`src/rtl/core/rgb3c_pkg.sv`:
```
// ----------------------------------------------------------------------------
// RGB 3x3 convolution: shared package
// Constants, register indexes and types used by the convolution modules.
// ----------------------------------------------------------------------------
package rgb3c_pkg;

	localparam int MAX_WIDTH_DEF = 1024;
	localparam int COEF_BITS_DEF = 13;

	localparam int KSIZE = 3;
	localparam int TAPS = KSIZE * KSIZE;
	localparam int CHANNELS = 3;
	localparam int PIX_BITS = 8;
	localparam int COEF_FRAC = 8;

	localparam int WIDTH_BITS = 11;
	localparam int HEIGHT_BITS = 16;
	localparam int ROW_BITS = HEIGHT_BITS + 1;
	localparam int CFG_IDX_BITS = 3;

	localparam logic [CFG_IDX_BITS-1:0] REG_WIDTH = 3'd0;
	localparam logic [CFG_IDX_BITS-1:0] REG_HEIGHT = 3'd1;
	localparam logic [CFG_IDX_BITS-1:0] REG_COEF_TOP = 3'd2;
	localparam logic [CFG_IDX_BITS-1:0] REG_COEF_MID = 3'd3;
	localparam logic [CFG_IDX_BITS-1:0] REG_COEF_BOT = 3'd4;

	localparam logic [WIDTH_BITS-1:0] WIDTH_RESET = 11'd1024;
	localparam logic [HEIGHT_BITS-1:0] HEIGHT_RESET = 16'd1024;
	localparam logic [PIX_BITS-1:0] PIX_MAX = 8'd255;

	typedef logic [CHANNELS*PIX_BITS-1:0] pix_t;
	typedef pix_t [KSIZE-1:0] col_t;
	typedef pix_t [TAPS-1:0] view_t;

	typedef struct packed {
		logic emit;
		logic last;
		logic [TAPS-1:0] mask;
	} tap_ctl_t;

endpackage

```
`src/rtl/core/rgb3c_ctrl.sv`:
```
// ----------------------------------------------------------------------------
// RGB 3x3 convolution: scan control
// Tracks the raster position, decides which items advance the frame and
// works out the border mask and the end of frame for each result.
// ----------------------------------------------------------------------------
module rgb3c_ctrl #(
	parameter int MAX_WIDTH = rgb3c_pkg::MAX_WIDTH_DEF
) (
	input  logic                                 clk,
	input  logic                                 arst_n,
	input  logic [rgb3c_pkg::WIDTH_BITS-1:0]     cfg_width,
	input  logic [rgb3c_pkg::HEIGHT_BITS-1:0]    cfg_height,
	input  logic                                 accept,
	input  logic                                 drain,
	input  rgb3c_pkg::pix_t                      pix,
	output logic                                 tick,
	output logic [$clog2(MAX_WIDTH)-1:0]         addr,
	output rgb3c_pkg::pix_t                      pix_out,
	output rgb3c_pkg::tap_ctl_t                  ctl
);
	import rgb3c_pkg::*;

	localparam int CA = $clog2(MAX_WIDTH);
	localparam int CW = (CA + 2 > WIDTH_BITS) ? CA + 2 : WIDTH_BITS;

	logic [CA-1:0]          col_q;
	logic [ROW_BITS-1:0]    row_q;
	logic [CW-1:0]          w_raw, w_eff, c_ext, ocol;
	logic [HEIGHT_BITS-1:0] h_eff;
	logic [ROW_BITS-1:0]    hx, orow;
	logic                   complete, wrap, emit, last, row_end;
	logic [KSIZE-1:0]       row_ok, col_ok;

	always_comb begin
		w_raw = CW'(cfg_width);
		if (w_raw == '0) begin
			w_eff = CW'(1);
		end else if (w_raw > CW'(MAX_WIDTH)) begin
			w_eff = CW'(MAX_WIDTH);
		end else begin
			w_eff = w_raw;
		end
		h_eff = (cfg_height == '0) ? HEIGHT_BITS'(1) : cfg_height;
		hx = ROW_BITS'(h_eff);
		c_ext = CW'(col_q);

		complete = row_q >= hx;
		tick = !drain || complete;
		pix_out = (!drain && !complete) ? pix : '0;
		addr = col_q;

		emit = (row_q >= ROW_BITS'(2)) || ((row_q == ROW_BITS'(1)) && (col_q != '0));
		wrap = col_q == '0;
		orow = wrap ? row_q - ROW_BITS'(2) : row_q - ROW_BITS'(1);
		ocol = wrap ? w_eff - CW'(1) : c_ext - CW'(1);

		row_ok[0] = (orow != '0) && ((orow - ROW_BITS'(1)) < hx);
		row_ok[1] = orow < hx;
		row_ok[2] = (orow + ROW_BITS'(1)) < hx;
		col_ok[0] = (ocol != '0) && ((ocol - CW'(1)) < w_eff);
		col_ok[1] = ocol < w_eff;
		col_ok[2] = (ocol + CW'(1)) < w_eff;

		last = emit && ((orow >= hx) ||
			((orow == hx - ROW_BITS'(1)) && ((ocol + CW'(1)) >= w_eff)));
		row_end = (c_ext + CW'(1)) >= w_eff;

		ctl.emit = emit;
		ctl.last = last;
		for (int i = 0; i < KSIZE; i++) begin
			for (int j = 0; j < KSIZE; j++) begin
				ctl.mask[i*KSIZE+j] = row_ok[i] & col_ok[j];
			end
		end
	end

	always_ff @(posedge clk or negedge arst_n) begin
		if (!arst_n) begin
			col_q <= '0;
			row_q <= '0;
		end else if (accept && tick) begin
			if (last) begin
				col_q <= '0;
				row_q <= '0;
			end else if (row_end) begin
				col_q <= '0;
				row_q <= row_q + ROW_BITS'(1);
			end else begin
				col_q <= col_q + CA'(1);
			end
		end
	end

endmodule

```
`config.mk`:
```
export PLATFORM = sky130hd
export DESIGN_NAME = rgb3c_ctrl
export DESIGN_NICKNAME = d
export VERILOG_FILES = /design/src/rtl/core/rgb3c_pkg.sv /design/src/rtl/core/rgb3c_ctrl.sv
export SDC_FILE = /design/constraint.sdc
export NUM_CORES = 1
export LEC_CHECK = 0
export BUFFER_PORTS_ARGS = -buffer_cell sky130_fd_sc_hd__buf_4
export CORE_MARGIN = 2
export CORE_UTILIZATION = 55
export CTS_CLUSTER_SIZE = 14
export DETAILED_ROUTE_END_ITERATION = 10
export HOLD_SLACK_MARGIN = 0.06
export PLACE_DENSITY = 0.77
export SLEW_MARGIN = 25
export SYNTH_ARGS = -nofsm -noshare
export SYNTH_HDL_FRONTEND = slang
export SYNTH_SLANG_ARGS = --single-unit
```
`constraint.sdc`:
```
create_clock -name clk -period 8.12 [get_ports clk]
set_clock_uncertainty 0.2 [all_clocks]
set_input_delay 0.812 -clock clk [delete_from_list [all_inputs] [get_ports clk]]
set_output_delay 0.812 -clock clk [all_outputs]
set_load 0.02 [all_outputs]
```
==> reports/results.md <==
- 260 ps — source-to-sink clock delay at the later pin of the worst-skew pair
- 0 — grt ovf
- 74 — post-synth cell types
- 0 — number of post-CTS setup repair buffers
- 18,670 µm — routed wire length
- 28.19% — GRT Util Overall
- 70 ps — Clock transition at path regs
- 143.6 MHz — achievable clock frequency
- 0 — Post-CTS Hold Buffers
- reg2out — critical path class
- 0.007615 mm² — Non-Filler Cell Area, Final
- 101 — number of primary I/O pins
- 9.982% — post-synthesis sequential area ratio
- 100.0% — share of synthesized flip-flops with an asynchronous set or reset
- 40 — placement row count
- 1 — number of H-tree branching levels
- 0.007536 mm² — Cell Area, Placed
- sky130_fd_sc_hd__dfrtp_1 — commonest register cell after synthesis
- 0 — Yosys Warn Count
- 0 ps — Total Negative Setup Slacks
- flop — Setup crit start kind
- 0 — Ant. Diodes
- 1,046 — net count of the mapped netlist
- 6,691 — routed via count
- 0 — antenna violations before repair
- 114.9 µm — Chip Width
- 12.50% — Area growth, synth to finish
- primary output — endpoint type of the worst setup path
- 30,840 µm — wire length of the first global-routing pass
- 7110 ps — CP required
- 2 — CTS max path bufs
- 0 — PostCTS Resize Cnt
- sky130_fd_sc_hd__ha_1 — top cell type by total area after synthesis
- in2async — path class of the lowest-slack min-delay path
- 1,111 — # nets final
- finished, final reports clean — status
- 15,410 µm — HPWL after detailed placement
- 27 — total clock sinks
- done — TritonCTS clock tree
- 0 — DRC
- 0.01201 mm² — core area
- 1,094 — filler cell count
- 3 — number of buffers added by the clock tree synthesis step
- 17.23 µm — post-detailed-route wirelength per cell
- 14.19% — layout cells sized above 1
- 0 — max-cap check violation count
- 0.006769 mm² — Mapped Area
- 260.6 ps — Hold Slack
- 5950 ps — arrival time at the worst endpoint
- 6,313 — number of global-route vias before repair
- 56.35% — Initial Utilization
- 28 — pin count of the biggest net entering global routing
- 6965 ps — shortest period the worst path allows
- 5 — first-pass iteration count of the detailed router
- sky130_fd_sc_hd__ha_1 (22%), sky130_fd_sc_hd__dfrtp_1 (10%), sky130_fd_sc_hd__xnor2_1 (8.2%), sky130_fd_sc_hd__a21oi_1 (3.4%), sky130_fd_sc_hd__nand2_1 (3.3%) — leading post-synthesis cells by cell area
- sky130_fd_sc_hd__clkbuf_16 — Root Driver
- 0.005742 mm² — combined area of the multi-input logic cells
- 6.173 — Vias/cell
- 0 — Fin. Hold Viols
- 0.8989 — RePlAce Congestion
- 7.754 µm² — syn_area_per_cell
- 957.6 ps — Slew @ Worst Pin
- 0.01321 mm² — Die Footprint
- 27 — FF+latch count, synth
- no — unrepaired setup endpoints after global routing
- 675.6 µm² — Sequential cell area
- 85.78% — final period utilization
- 0 — antenna-violating nets left
- 21.81% — area share of the largest cell type after synthesis
- 0 — setup violators final
- 0 — Post-synth EDFFs
- 0 — max-slew violation total from the final report
- 372 — First DRT Iteration DRCs
- 13 — highest fanout seen on the critical path
- 114.9 µm — chip height
- 873 — Syn Inst Count
- 100 — number of buffers inserted by port buffering
- 35.33% — max-slew headroom at the worst pin
cells by family (layout without fill, tap and decap cells):
kind of cell             after synthesis  in the layout  share of synthesized area [%]
AND/OR/NAND/NOR                      345            345                          28.54
flip-flops                            27             27                          9.982
AO/OA/AOI/OAI                        201            201                          20.80
XOR/XNOR                              92             92                          13.14
buffers and inverters                 86            150                          5.194
adder cells (fa/ha/maj)              118            118                          21.81
multiplexers                           3              3                         0.4806
other                                  1              1                        0.05540
metrics by stage:
stage | setup WS [ps] | instances | utilization [%]
after floorplan | 1859 | 873 | -
after global placement | 1499 | 1080 | 62.74
after detailed placement | 1320 | 1080 | 62.74
after CTS | 1264 | 1084 | 63.40
after global routing | 625.4 | 1084 | 63.40
final | 1155 | 1084 | 63.40
Yosys cell counts, types with 15 or more instances:
cell                       count
sky130_fd_sc_hd__xnor2_1      63
sky130_fd_sc_hd__dfrtp_1      27
sky130_fd_sc_hd__o31ai_1      15
sky130_fd_sc_hd__nand3_1      37
sky130_fd_sc_hd__a21oi_1      46
sky130_fd_sc_hd__inv_1        43
sky130_fd_sc_hd__ha_1        118
sky130_fd_sc_hd__and2_1       28
sky130_fd_sc_hd__or3_1        15
sky130_fd_sc_hd__nor2b_1      16
sky130_fd_sc_hd__nor2_1       50
sky130_fd_sc_hd__a21o_1       26
sky130_fd_sc_hd__nand4_1      17
sky130_fd_sc_hd__nor3_1       41
sky130_fd_sc_hd__o21a_1       25
sky130_fd_sc_hd__or4_1        16
sky130_fd_sc_hd__clkbuf_1     29
sky130_fd_sc_hd__nand2_1      59
sky130_fd_sc_hd__nor4_1       17
sky130_fd_sc_hd__o21ai_0      29
sky130_fd_sc_hd__xor2_1       22
routing by layer:
metal | GRT usage [%] | wire length [µm] | vias up
met3 | 3.637 | 1022 | 38
li1 | - | - | 3369
met5 | 0 | 0 | -
met2 | 48.90 | 8895 | 224
met1 | 37.50 | 8353 | 3060
met4 | 6.185 | 401 | 0
worst max-delay path, cell delays in order (launching register included):
cell                        delay [ps]
sky130_fd_sc_hd__dfrtp_1           470
sky130_fd_sc_hd__inv_1             130
sky130_fd_sc_hd__ha_1              220
sky130_fd_sc_hd__nor2b_1           520
sky130_fd_sc_hd__nand3_1           570
sky130_fd_sc_hd__mux2_2            530
sky130_fd_sc_hd__nor3_1            340
sky130_fd_sc_hd__nand3_1           180
sky130_fd_sc_hd__nor3_1            300
sky130_fd_sc_hd__nand2_1           150
sky130_fd_sc_hd__a21oi_1           170
sky130_fd_sc_hd__xnor2_1            90
sky130_fd_sc_hd__ha_1              310
sky130_fd_sc_hd__a21o_1            180
sky130_fd_sc_hd__a211o_1           300
sky130_fd_sc_hd__nor3_1            170
sky130_fd_sc_hd__o311ai_0          320
sky130_fd_sc_hd__a2111oi_0         490
sky130_fd_sc_hd__buf_4             230
final cells by class:
cell class	count	share of cell area (%)
multi-input combinational	760	75.40
timing repair buffer	103	10.15
sequential	27	8.873
tap	147	2.415
inverter	43	2.120
clock buffer	4	1.035
flip-flops by register name, indices dropped and copies added, names as in the netlist:
signal  flops
row_q      17
addr       10
path summary, 6_finish.rpt:
kind | from | endpoint | slack [ps] | cells past startpoint
setup / recovery | addr[0]$_DFFE_PN0P_ | ctl[7] | 1150 | 18
hold / removal | arst_n | row_q[3]$_DFFE_PN0P_ | 260 | 1
setup reg to reg | addr[0]$_DFFE_PN0P_ | row_q[8]$_DFFE_PN0P_ | 1680 | 20
hold reg to reg | row_q[14]$_DFFE_PN0P_ | row_q[14]$_DFFE_PN0P_ | 460 | 2
max in group asynchronous | arst_n | row_q[4]$_DFFE_PN0P_ | 7190 | 1
min in group clk | row_q[14]$_DFFE_PN0P_ | row_q[14]$_DFFE_PN0P_ | 460 | 2
placed cells by master (no fill, tap or decap), types with 16 or more instances in the layout:
master,n
sky130_fd_sc_hd__a21o_1,26
sky130_fd_sc_hd__a21oi_1,46
sky130_fd_sc_hd__and2_1,28
sky130_fd_sc_hd__buf_4,103
sky130_fd_sc_hd__dfrtp_1,27
sky130_fd_sc_hd__ha_1,118
sky130_fd_sc_hd__inv_1,43
sky130_fd_sc_hd__nand2_1,59
sky130_fd_sc_hd__nand3_1,37
sky130_fd_sc_hd__nand4_1,17
sky130_fd_sc_hd__nor2_1,50
sky130_fd_sc_hd__nor2b_1,16
sky130_fd_sc_hd__nor3_1,41
sky130_fd_sc_hd__nor4_1,17
sky130_fd_sc_hd__o21a_1,25
sky130_fd_sc_hd__o21ai_0,29
sky130_fd_sc_hd__or4_1,16
sky130_fd_sc_hd__xnor2_1,63
sky130_fd_sc_hd__xor2_1,22
Power is left out: the tool's default activity adds up to more than one toggle a clock period on the data nets, which glitch-free logic cannot reach.
